**config.mk**
```make
export PLATFORM = sky130hd
export DESIGN_NAME = dotted_version_compare_top
export DESIGN_NICKNAME = d
export VERILOG_FILES = /design/src/rtl/dvc_pkg.sv /design/src/rtl/dvc_queue.sv /design/src/rtl/dvc_front.sv /design/src/rtl/dvc_back.sv /design/src/rtl/dotted_version_compare_top.sv
export SDC_FILE = /design/constraint.sdc
export NUM_CORES = 1
export LEC_CHECK = 0
export ABC_AREA = 1
export BUFFER_PORTS_ARGS = -buffer_cell sky130_fd_sc_hd__clkbuf_2
export CORE_ASPECT_RATIO = 0.75
export CORE_MARGIN = 3
export CORE_UTILIZATION = 33
export CTS_CLUSTER_SIZE = 40
export DETAILED_ROUTE_END_ITERATION = 16
export PLACE_DENSITY = 0.47
export SYNTH_ARGS = -nofsm -noshare
export SYNTH_HDL_FRONTEND = slang
export SYNTH_SLANG_ARGS = --single-unit
```
**constraint.sdc**
```tcl
create_clock -name clk -period 10.4 [get_ports clk]
set_input_delay 1.04 -clock clk [delete_from_list [all_inputs] [get_ports clk]]
set_output_delay 1.04 -clock clk [all_outputs]
set_load 0.01 [all_outputs]
```
**src/rtl/dvc_pkg.sv**
```systemverilog
`timescale 1ns / 1ps
// ----------------------------------------------------------------------------
// dvc_pkg: shared types and constants of the dotted version comparator
// Character codes, token format between front and back, and verdict codes.
// ----------------------------------------------------------------------------
package dvc_pkg;

	// character codes
	localparam logic [7:0] CH_ZERO = 8'h30;
	localparam logic [7:0] CH_NINE = 8'h39;
	localparam logic [7:0] CH_DOT  = 8'h2E;

	// decimal radix and width of one digit
	localparam int RADIX   = 10;
	localparam int DIGIT_W = 4;

	// depths of the token queue and the result queue
	localparam int TOK_DEPTH = 2;
	localparam int OUT_DEPTH = 2;

	// verdict codes
	localparam int VERDICT_W = 2;
	typedef logic [VERDICT_W-1:0] verdict_t;
	localparam verdict_t V_INVALID   = 2'd0;
	localparam verdict_t V_UPDATE    = 2'd1;
	localparam verdict_t V_NO_UPDATE = 2'd2;

	// class of one classified character
	typedef enum logic [1:0] {
		TK_DIGIT,
		TK_DOT,
		TK_OTHER,
		TK_END
	} tok_kind_t;

	// token handed from the front to the back
	typedef struct packed {
		logic               sel;
		tok_kind_t          kind;
		logic [DIGIT_W-1:0] digit;
	} token_t;

endpackage

```
**src/rtl/dvc_queue.sv**
```systemverilog
`timescale 1ns / 1ps
// ----------------------------------------------------------------------------
// dvc_queue: small synchronous queue
// Register-based first-in first-out buffer with full and empty flags.
// ----------------------------------------------------------------------------
module dvc_queue #(
	parameter int WIDTH = 8,
	parameter int DEPTH = 2
) (
	input  logic             clk,
	input  logic             arst_n,
	input  logic             push,
	input  logic [WIDTH-1:0] wdata,
	output logic             full,
	input  logic             pop,
	output logic [WIDTH-1:0] rdata,
	output logic             empty
);

	localparam int AW = (DEPTH > 1) ? $clog2(DEPTH) : 1;
	localparam int CW = $clog2(DEPTH + 1);

	logic [WIDTH-1:0] mem_q [DEPTH];
	logic [AW-1:0]    wr_ptr_q;
	logic [AW-1:0]    rd_ptr_q;
	logic [CW-1:0]    count_q;
	logic             do_push;
	logic             do_pop;

	// flags and handshake qualification
	assign full    = (count_q == CW'(DEPTH));
	assign empty   = (count_q == '0);
	assign do_push = push && !full;
	assign do_pop  = pop && !empty;
	assign rdata   = mem_q[rd_ptr_q];

	// storage
	always_ff @(posedge clk) begin
		if (do_push) begin
			mem_q[wr_ptr_q] <= wdata;
		end
	end

	// pointers and fill count
	always_ff @(posedge clk or negedge arst_n) begin
		if (!arst_n) begin
			wr_ptr_q <= '0;
			rd_ptr_q <= '0;
			count_q  <= '0;
		end else begin
			if (do_push) begin
				wr_ptr_q <= (wr_ptr_q == AW'(DEPTH - 1)) ? '0 : wr_ptr_q + AW'(1);
			end
			if (do_pop) begin
				rd_ptr_q <= (rd_ptr_q == AW'(DEPTH - 1)) ? '0 : rd_ptr_q + AW'(1);
			end
			if (do_push && !do_pop) begin
				count_q <= count_q + CW'(1);
			end else if (do_pop && !do_push) begin
				count_q <= count_q - CW'(1);
			end
		end
	end

endmodule

```
**src/rtl/dvc_front.sv**
```systemverilog
`timescale 1ns / 1ps
// ----------------------------------------------------------------------------
// dvc_front: request classifier
// Turns one accepted character request into a token for the parser.
// ----------------------------------------------------------------------------
module dvc_front import dvc_pkg::*; (
	input  logic       push,
	input  logic       full,
	input  logic       which_string,
	input  logic       is_end,
	input  logic [7:0] char_code,
	output logic       tok_push,
	output token_t     tok
);

	logic       is_digit;
	logic [7:0] digit_full;

	assign tok_push   = push && !full;
	assign is_digit   = (char_code >= CH_ZERO) && (char_code <= CH_NINE);
	assign digit_full = char_code - CH_ZERO;

	// classify the character
	always_comb begin
		tok.sel   = which_string;
		tok.digit = digit_full[DIGIT_W-1:0];
		if (is_end) begin
			tok.kind = TK_END;
		end else if (is_digit) begin
			tok.kind = TK_DIGIT;
		end else if (char_code == CH_DOT) begin
			tok.kind = TK_DOT;
		end else begin
			tok.kind = TK_OTHER;
		end
	end

endmodule

```
**src/rtl/dvc_back.sv**
```systemverilog
`timescale 1ns / 1ps
// ----------------------------------------------------------------------------
// dvc_back: version parser and comparator
// Builds the parts of both strings from tokens and gives the verdict on the
// end of a remote string.
// ----------------------------------------------------------------------------
module dvc_back import dvc_pkg::*; #(
	parameter int MAX_PARTS  = 4,
	parameter int PART_WIDTH = 32
) (
	input  logic     clk,
	input  logic     arst_n,
	input  logic     tok_valid,
	input  token_t   tok,
	output logic     tok_pop,
	input  logic     out_full,
	output logic     out_push,
	output verdict_t out_verdict
);

	localparam int CW = $clog2(MAX_PARTS + 1);
	localparam int IW = (MAX_PARTS > 1) ? $clog2(MAX_PARTS) : 1;
	localparam int AW = PART_WIDTH + DIGIT_W;

	typedef enum logic [1:0] {
		PH_START,
		PH_DIGITS,
		PH_DOT,
		PH_ERROR
	} phase_t;

	typedef logic [PART_WIDTH-1:0] part_t;

	phase_t         phase_q [2];
	phase_t         phase_d [2];
	logic [CW-1:0]  count_q [2];
	logic [CW-1:0]  count_d [2];
	logic           ready_q;
	logic           ready_d;
	part_t          cur_q [MAX_PARTS];
	part_t          cur_d [MAX_PARTS];
	part_t          rem_q [MAX_PARTS];
	part_t          rem_d [MAX_PARTS];
	part_t          sel_parts [MAX_PARTS];
	part_t          parts_w [MAX_PARTS];
	phase_t         ph;
	logic [CW-1:0]  k;
	logic [IW-1:0]  k_idx;
	part_t          cur_v;
	logic [AW-1:0]  acc;
	logic           ovf;
	logic           remote_end;
	logic           gt;

	// selected string state
	assign ph         = phase_q[tok.sel];
	assign k          = count_q[tok.sel];
	assign k_idx      = k[IW-1:0];
	assign remote_end = tok.sel && (tok.kind == TK_END);

	always_comb begin
		for (int i = 0; i < MAX_PARTS; i++) begin
			sel_parts[i] = tok.sel ? rem_q[i] : cur_q[i];
		end
	end

	// part times ten plus digit, as shift-add, with overflow detect
	assign cur_v = sel_parts[k_idx];
	assign acc   = (AW'(cur_v) << 3) + (AW'(cur_v) << 1) + AW'(tok.digit);
	assign ovf   = |acc[AW-1:PART_WIDTH];

	// lexicographic compare, first differing part decides
	always_comb begin
		gt = 1'b0;
		for (int i = MAX_PARTS - 1; i >= 0; i--) begin
			if (rem_q[i] != cur_q[i]) begin
				gt = (rem_q[i] > cur_q[i]);
			end
		end
	end

	always_comb begin
		if (!ready_q || phase_q[1] != PH_DIGITS) begin
			out_verdict = V_INVALID;
		end else if (gt) begin
			out_verdict = V_UPDATE;
		end else begin
			out_verdict = V_NO_UPDATE;
		end
	end

	// token processing
	always_comb begin
		phase_d  = phase_q;
		count_d  = count_q;
		ready_d  = ready_q;
		cur_d    = cur_q;
		rem_d    = rem_q;
		parts_w  = sel_parts;
		tok_pop  = 1'b0;
		out_push = 1'b0;
		if (tok_valid && !(remote_end && out_full)) begin
			tok_pop = 1'b1;
			if (tok.kind != TK_END) begin
				// first character of a string starts from all-zero parts
				if (ph == PH_START) begin
					for (int i = 0; i < MAX_PARTS; i++) begin
						parts_w[i] = '0;
					end
					if (!tok.sel) begin
						ready_d = 1'b0;
					end
				end
				priority if (ph == PH_ERROR) begin
					phase_d[tok.sel] = PH_ERROR;
				end else if (tok.kind == TK_DIGIT) begin
					if (ph == PH_DIGITS) begin
						if (ovf) begin
							phase_d[tok.sel] = PH_ERROR;
						end else begin
							parts_w[k_idx] = acc[PART_WIDTH-1:0];
						end
					end else if (k >= CW'(MAX_PARTS)) begin
						phase_d[tok.sel] = PH_ERROR;
					end else begin
						parts_w[k_idx]   = PART_WIDTH'(tok.digit);
						phase_d[tok.sel] = PH_DIGITS;
					end
				end else if (tok.kind == TK_DOT && ph == PH_DIGITS) begin
					count_d[tok.sel] = k + CW'(1);
					phase_d[tok.sel] = PH_DOT;
				end else begin
					phase_d[tok.sel] = PH_ERROR;
				end
				if (tok.sel) begin
					rem_d = parts_w;
				end else begin
					cur_d = parts_w;
				end
			end else if (!tok.sel) begin
				// current string ends: keep parts, note whether well-formed
				ready_d    = (ph == PH_DIGITS);
				count_d[0] = '0;
				phase_d[0] = PH_START;
			end else begin
				// remote string ends: give the verdict
				out_push   = 1'b1;
				count_d[1] = '0;
				phase_d[1] = PH_START;
			end
		end
	end

	// part storage, only read after a string has started
	always_ff @(posedge clk) begin
		cur_q <= cur_d;
		rem_q <= rem_d;
	end

	// parser control state
	always_ff @(posedge clk or negedge arst_n) begin
		if (!arst_n) begin
			phase_q[0] <= PH_START;
			phase_q[1] <= PH_START;
			count_q[0] <= '0;
			count_q[1] <= '0;
			ready_q    <= 1'b0;
		end else begin
			phase_q <= phase_d;
			count_q <= count_d;
			ready_q <= ready_d;
		end
	end

endmodule

```
**src/rtl/dotted_version_compare_top.sv**
```systemverilog
`timescale 1ns / 1ps
// ----------------------------------------------------------------------------
// dotted_version_compare_top: dotted decimal version comparator
// Parses a current and a remote version string one character per request
// and reports whether the remote version is newer.
//
//   channel   direction  handshake          payload
//   input     in         push / full        which_string, is_end, char_code
//   result    out        empty / pop        verdict
//
// One character request is taken every cycle while full is low; the parser
// handles one token per cycle unless a remote end request waits on a full
// result queue, so the sustained rate is one request per cycle while the
// result side keeps up. A verdict reaches the result side through the token
// queue, then the parser into the result queue. Reset is asynchronous and
// needs no clearing pass; the block takes requests as soon as reset is released.
// A two-entry token queue and a two-entry result queue let each side stall
// on its own; full rises only when the result queue backs up.
// ----------------------------------------------------------------------------
module dotted_version_compare_top import dvc_pkg::*; #(
	parameter int MAX_PARTS  = 4,
	parameter int PART_WIDTH = 32
) (
	input  logic       clk,
	input  logic       arst_n,
	input  logic       push,
	output logic       full,
	input  logic       which_string,
	input  logic       is_end,
	input  logic [7:0] char_code,
	output logic       empty,
	input  logic       pop,
	output verdict_t   verdict
);

	localparam int TOK_W = $bits(token_t);

	logic       tok_push;
	token_t     tok_in;
	logic [TOK_W-1:0] tok_rdata;
	token_t     tok_out;
	logic       tok_empty;
	logic       tok_pop;
	logic       out_full;
	logic       out_push;
	verdict_t   out_verdict;

	// classify incoming requests
	dvc_front u_front (
		.push         (push),
		.full         (full),
		.which_string (which_string),
		.is_end       (is_end),
		.char_code    (char_code),
		.tok_push     (tok_push),
		.tok          (tok_in)
	);

	// token queue between front and back
	dvc_queue #(
		.WIDTH (TOK_W),
		.DEPTH (TOK_DEPTH)
	) u_tok_queue (
		.clk    (clk),
		.arst_n (arst_n),
		.push   (tok_push),
		.wdata  (tok_in),
		.full   (full),
		.pop    (tok_pop),
		.rdata  (tok_rdata),
		.empty  (tok_empty)
	);

	assign tok_out = token_t'(tok_rdata);

	// parse and compare
	dvc_back #(
		.MAX_PARTS  (MAX_PARTS),
		.PART_WIDTH (PART_WIDTH)
	) u_back (
		.clk         (clk),
		.arst_n      (arst_n),
		.tok_valid   (!tok_empty),
		.tok         (tok_out),
		.tok_pop     (tok_pop),
		.out_full    (out_full),
		.out_push    (out_push),
		.out_verdict (out_verdict)
	);

	// result queue
	dvc_queue #(
		.WIDTH (VERDICT_W),
		.DEPTH (OUT_DEPTH)
	) u_out_queue (
		.clk    (clk),
		.arst_n (arst_n),
		.push   (out_push),
		.wdata  (out_verdict),
		.full   (out_full),
		.pop    (pop),
		.rdata  (verdict),
		.empty  (empty)
	);

endmodule

```
==> results.ini, run 1 <==
[logic_synthesis]
yosysTopAreaCell = edfxtp_1
syn_nets = 3115
synth_cell_type_count = 53
ys_ff_latch = 293
synth-edff-count = 274
postSynthCellCount = 2902
ys_async_sr_fraction_pct = 6.48
syn_area_um2 = 22000
synth_top_cells_by_count = nand2_1 (841), inv_1 (363), o21ai_0 (325), edfxtp_1 (274), nand3_1 (269)
synth-seq-area-share_pct = 39.5
synth_area_leaders = edfxtp_1 (37%), nand2_1 (14%), ha_1 (11%), o21ai_0 (7.4%), inv_1 (6.2%)
yosys.area.top_type_share_pct = 37.3
synth_most_common_cell = nand2_1
synth.avg_cell_area_um2 = 7.59
synth-main-ff-cell = edfxtp_1
synth_warnings = 0

[worst_setup_path]
r2r_end = u_back.cur_q[44]
rr_worst_depth = 23
critPathMaxStageDelay_ps = 840
end_kind = register
worst-path-buf-inv = 2
r2r_start = u_tok_queue.rd_ptr_q
critPathKind = register to register
cp_max_fo = 136
crit_arrival_ps = 7590
start_kind = register
cp_slowest_cell = nor2_4
r2r_slack_ps = 3110
required_ps = 10710
cp_top_family = simple AND/OR/NAND/NOR gates
path_cells = nand2_1 > nand2_8 > buf_4 > o21ai_0 > o21ai_0 > nand2_1 > ha_1 > ha_1 > nand2_1 > nor2_1 > inv_1 > nor3_1 > nand2_1 > nand2_1 > nand2_1 > nand3_1 > nand2_1 > nor2_4 > nand2_4 > nor2_4 > nand2_1 > nand3_1 > nand2_1
cp_common_cell = nand2_1

[die]
rows = 81
fp.dieH_um = 230
io_pins = 18
die_x_um = 304
dieArea_um2 = 69900
core_um2 = 65700
start_util_pct = 33.6

[clocking]
post_cts_resized = 0
cts_tree = built
clock_latency_ps = 560
cts_hold_buf = 0
root_buffer = clkbuf_16
post_cts_buffers = 0
max-clock-path-buffers = 3
clkTransAtPathRegs_ps = 60
ctsHtreeMaxLevel = 2
cts_buffers = 36
clock-sinks = 293

[final_layout]
finalNetCount = 3064
syn_to_final_growth_pct = 8.87
stdcell_count = 3747
fillers = 6900
final_core_util_pct = 36.5
drive_gt1_share_pct = 4.59
multi_input_comb_area_um2 = 11400
regArea_um2 = 8700
n_antenna_cell = 0

[timing]
fmax_mhz = 137
worst_pin_slew_ps = 1290
relSlewSlack_pct = 13.6
finalHoldViolations = 0
final.setup_skew_ps = 33.0
setup_viol = 0
tns_ps = 0
maxSlewViolCount = 0
fin_crit_sh_pct = 70.1
rsz0062_at_grt = false
fin_crit_ps = 7290

[placement]
io_buffers = 17
gp_congestion = 0.898
dp_hpwl_mm = 50.0
dp_cells = 3684

[run]
cap_violations = 0

[global_routing]
grt_pass1_vias = 18400
grt.overflow.total = 0
grt_first_pass_wirelength_mm = 112
grt.total_usage_pct = 20.6
antenna_found_initial = 2
grt_max_degree = 137

[outcome]
status = complete, no violations

[hold_path]
hold_class = input pin to asynchronous set/reset pin

[routing]
dr.pass1.iters = 5
finalWirelength_mm = 73.9
routedWlPerCell_um = 19.7
postRouteAntennaNets = 0
num_vias = 19500
drt_iter0_markers = 1914
drcViolationCount = 0
viasPerCell = 5.21

[cell type report]
| type | instances | share of cell area (%) |
|---|---|---|
| clock inverters | 19 | 0.814 |
| well taps | 871 | 4.54 |
| clock buffers | 44 | 4.01 |
| flip-flops and latches | 293 | 36.3 |
| multi-input cells | 2114 | 47.6 |
| inverters | 372 | 5.84 |
| repair buffers | 34 | 0.939 |
[worst register-to-register path, stage by stage, from the launching register on]
cell,delay (ps)
dfrtp_1,570
nand2_1,210
nand2_8,650
buf_4,660
o21ai_0,360
o21ai_0,550
nand2_1,170
ha_1,320
ha_1,380
nand2_1,140
nor2_1,240
inv_1,70
nor3_1,140
nand2_1,70
nand2_1,150
nand2_1,100
nand3_1,90
nand2_1,90
nor2_4,510
nand2_4,370
nor2_4,850
nand2_1,150
nand3_1,130
nand2_1,80
[cells by family after synthesis]
family          Yosys count  synth area share, %
buf+inv                 495                 9.02
simple gates           1320                 25.4
flops                   293                 39.5
compound gates          563                 13.4
fa+ha+maj               199                 11.4
xor+xnor                 32                 1.27
[per-stage QoR]
step                      hold WS, ps  setup slack (ps)  instance area [um2]
after CTS                         435              3200                24000
after global placement            479              3290                22800
final                             453              3110                24000
after detailed placement          478              3200                22800
after global routing              482              2440                24000
after floorplan                   452              2900                22000
[worst max path at each step]
stage	start	to	slack [ps]	cells past startpoint
floorplan	u_tok_queue.rd_ptr_q	u_back.cur_q[0]	2900	10
global placement	u_tok_queue.rd_ptr_q	u_back.cur_q[42]	3290	23
detailed placement	u_tok_queue.rd_ptr_q	u_back.cur_q[63]	3200	23
CTS	u_tok_queue.rd_ptr_q	u_back.cur_q[38]	3200	23
global route	u_tok_queue.rd_ptr_q	u_back.rem_q[41]	2440	23
finish	u_tok_queue.rd_ptr_q	u_back.cur_q[44]	3110	23
[state kept, by name, indices dropped and copies added, names as in the netlist]
name,flops
u_back.count_q,6
u_back.cur_q,128
u_back.phase_q,4
u_back.ready_q,1
u_back.rem_q,128
u_out_queue.count_q,2
u_out_queue.mem_q,4
u_out_queue.rd_ptr_q,1
u_out_queue.wr_ptr_q,1
u_tok_queue.count_q,2
u_tok_queue.mem_q,14
u_tok_queue.rd_ptr_q,1
u_tok_queue.wr_ptr_q,1
[cells in the final DEF (no fill, tap or decap), drive strengths merged, types with 2 or more instances in the layout]
cell type,netlist,layout
a31oi,8,8
bufinv,0,4
a21oi,187,187
buf,44,17
nor3,15,15
nor3b,3,3
o21ai,338,338
nand3b,4,4
o221ai,2,2
a211oi,6,6
nand2,848,848
edfxtp,274,274
dfrtp,19,19
or2,7,7
ha,197,197
xnor2,18,18
clkbuf,79,61
fa,2,2
o211ai,3,3
nand3,274,274
o21bai,4,4
nor4,7,7
and3,2,2
nand4,21,21
clkinv,4,17
inv,368,370
a31o,3,3
a21o,2,2
xor2,14,14
o21a,6,6
nor2,137,137
[metal layers]
metal	track usage, %	wire (um)	vias up
met2	28.8	29000	730
met4	4.35	1320	0
met3	4.77	6650	83
met1	31.9	36900	9073
met5	0	0	-
li1	-	-	9620
Power of run 1 is left out: the tool's default activity adds up to more than one toggle a clock period on the data nets, which glitch-free logic cannot reach.
==> run 2, diff against run 1 <==
Settings changed: ABC_AREA 1 to 0, PLACE_DENSITY 0.47 to 0.49.
Clock period 10.4 ns to 6.4 ns, I/O delays scaled along.
==> run 2 against run 1 <==
Net effect: core utilization increased by 1.4 points; critical path depth shrank 3; final cell count shrank 23%; wire length fell by 10%; area after synthesis shrank 9.3%; synthesized cell count fell by 28%; first-iteration DRC count fell by 15%; cell area fell by 6.1%; non-clock buffer count is 45 higher; clock skew grew 7.6 ps; via count is 16% lower.
==> results.ini, run 2 <==
[global_routing]
grt_max_degree = 133  ; -2.9%
grt.total_usage_pct = 20.6  ; -0.078 points
antenna_found_initial = 3  ; +1
grt_pass1_vias = 15900  ; -14%
grt.overflow.total = 0  ; unchanged
grt_first_pass_wirelength_mm = 101  ; -10%

[logic_synthesis]
syn_area_um2 = 20000  ; -9.3%
yosys.area.top_type_share_pct = 41.2  ; +3.8 points
synth_cell_type_count = 69  ; +30%
synth-edff-count = 274  ; unchanged
synth-seq-area-share_pct = 43.5  ; +4.0 points
synth_most_common_cell = nand2_1
synth-main-ff-cell = edfxtp_1
postSynthCellCount = 2079  ; -28%
yosysTopAreaCell = edfxtp_1
synth_warnings = 0  ; unchanged
synth_top_cells_by_count = nand2_1 (317), edfxtp_1 (274), a21oi_1 (211), ha_1 (197), inv_1 (152)
synth.avg_cell_area_um2 = 9.62  ; +27%
synth_area_leaders = edfxtp_1 (41%), ha_1 (12%), nand2_1 (6.0%), a21oi_1 (5.3%), mux4_2 (3.2%)
syn_nets = 2292  ; -26%
ys_async_sr_fraction_pct = 6.48  ; unchanged
ys_ff_latch = 293  ; unchanged

[placement]
gp_congestion = 0.931  ; +3.7%
io_buffers = 17  ; unchanged
place_ws_ps = 179  ; -3020 ps
dp_hpwl_mm = 46.7  ; -6.6%

[clocking]
root_buffer = clkbuf_16
max-clock-path-buffers = 3  ; unchanged
post_cts_buffers = 0  ; unchanged
post_cts_resized = 0  ; unchanged
cts_tree = built
clock-sinks = 293  ; unchanged
clkTransAtPathRegs_ps = 60  ; about the same
clock_latency_ps = 560  ; about the same
ctsHtreeMaxLevel = 2  ; unchanged
cts_buffers = 37  ; +2.8%
cts_hold_buf = 0  ; unchanged

[die]
core_um2 = 59400  ; -9.5%
start_util_pct = 33.6  ; +0.075 points
fp.dieH_um = 219  ; -4.6%
die_x_um = 290  ; -4.7%
dieArea_um2 = 63600  ; -9.1%
rows = 77  ; -4.9%
io_pins = 18  ; unchanged

[routing]
routedWlPerCell_um = 22.9  ; +16%
viasPerCell = 5.66  ; +8.8%
num_vias = 16400  ; -16%
drcViolationCount = 0  ; unchanged
dr.pass1.iters = 6  ; +1
postRouteAntennaNets = 0  ; unchanged
finalWirelength_mm = 66.5  ; -10%
drt_iter0_markers = 1620  ; -15%

[final_layout]
reg_top3 = u_back.cur_q (128), u_back.rem_q (128), u_tok_queue.mem_q (14)
finalNetCount = 2297  ; -25%
regArea_um2 = 8700  ; about the same
n_antenna_cell = 0  ; unchanged
multi_input_comb_area_um2 = 10300  ; -9.4%
syn_to_final_growth_pct = 12.7
layout_common_cells = nand2_1 (316), edfxtp_1 (274), a21oi_1 (211)
drive_gt1_share_pct = 9.05  ; +4.5 points
fillers = 5942  ; -14%
mostFrequentLayoutCell = nand2_1

[hold_path]
hold_class = input pin to asynchronous set/reset pin

[timing]
finalHoldViolations = 0  ; unchanged
maxSlewViolCount = 0  ; unchanged
relSlewSlack_pct = 23.9  ; +10 points
fmax_mhz = 163  ; +19%
setup_viol = 0  ; unchanged
fin_crit_ps = 6130  ; -1160 ps
tns_ps = 0  ; unchanged
fin_crit_sh_pct = 95.8  ; +26 points
worst_pin_slew_ps = 1140  ; -150 ps
final.setup_skew_ps = 40.6  ; +7.59 ps
worst_slack_ps = 268  ; -2840 ps

[outcome]
status = complete, no violations

[worst_setup_path]
start_kind = register
critPathKind = register to register
crit_arrival_ps = 6380  ; -1210 ps
cp-startpoint = u_tok_queue.mem_q[0][6]
r2r_end = u_back.rem_q[15]
end_kind = register
cp_max_fo = 30  ; -78%
required_ps = 6650  ; -4060 ps
crit_end = u_back.rem_q[15]
r2r_start = u_tok_queue.mem_q[0][6]
rr_worst_depth = 20  ; -13%
r2r_slack_ps = 270  ; -2840 ps

[run]
cap_violations = 0  ; unchanged

## run 2: cell families after synthesis
kind of cell    count (synthesis)  synth area share, %
buf+inv                       266                 5.09
simple gates                  656                 14.6
compound gates                571                 17.9
mux                            55                 4.63
flops                         293                 43.5
xor+xnor                       39                 1.71
fa+ha+maj                     199                 12.5
## run 2: per-layer routing
metal  global-route usage, %  wire [um]  vias to the layer above
met3                    4.86       5730                       83
met2                    29.3      27100                      632
met1                    31.1      32400                     8039
met4                    4.68       1210                        4
met5                   0.915         90                        -
li1                        -          -                     7673
## run 2: worst min path at each step
stage                              start                   end  slack, ps  depth (start not counted)
finish                            arst_n  u_tok_queue.wr_ptr_q         40                          1
global route                      arst_n     u_back.phase_q[3]         70                          1
CTS                               arst_n     u_back.phase_q[3]         30                          1
detailed placement  u_out_queue.wr_ptr_q  u_out_queue.wr_ptr_q        480                          1
global placement    u_out_queue.wr_ptr_q  u_out_queue.wr_ptr_q        470                          1
floorplan                         arst_n     u_back.count_q[0]        340                          0
## run 2: area by class of cell
class	count	share of cell area, %
Multi-Input combinational cell	1520	45.9
Clock inverter	18	1.03
Timing Repair Buffer	79	3.05
Inverter	153	2.55
Clock buffer	48	4.39
Sequential cell	293	38.7
Tap cell	790	4.39
## run 2: critical path, cell delays in order (launching register included)
cell,delay [ps]
edfxtp_1,440
mux2_8,430
o21ai_0,490
nand2_1,140
o21ai_0,100
mux2_2,200
inv_1,60
fa_1,530
inv_1,70
ha_1,310
a211oi_1,420
o21ai_1,250
a211oi_2,290
o22ai_1,170
a2111oi_0,420
o21ai_0,220
buf_4,200
a2111oi_4,470
o21ai_4,130
buf_4,280
o2bb2ai_1,160
## run 2: through the flow
stage	util (%)	hold slack, ps	instances	cell area [um2]
final	37.9	42.8	2901	22500
after global routing	37.9	71.2	2901	22500
after CTS	37.9	32.5	2901	22500
after detailed placement	35.8	477	2835	21300
after global placement	35.8	473	2835	21300
after floorplan	-	344	2079	20000
Power of run 2 is left out for the same reason.
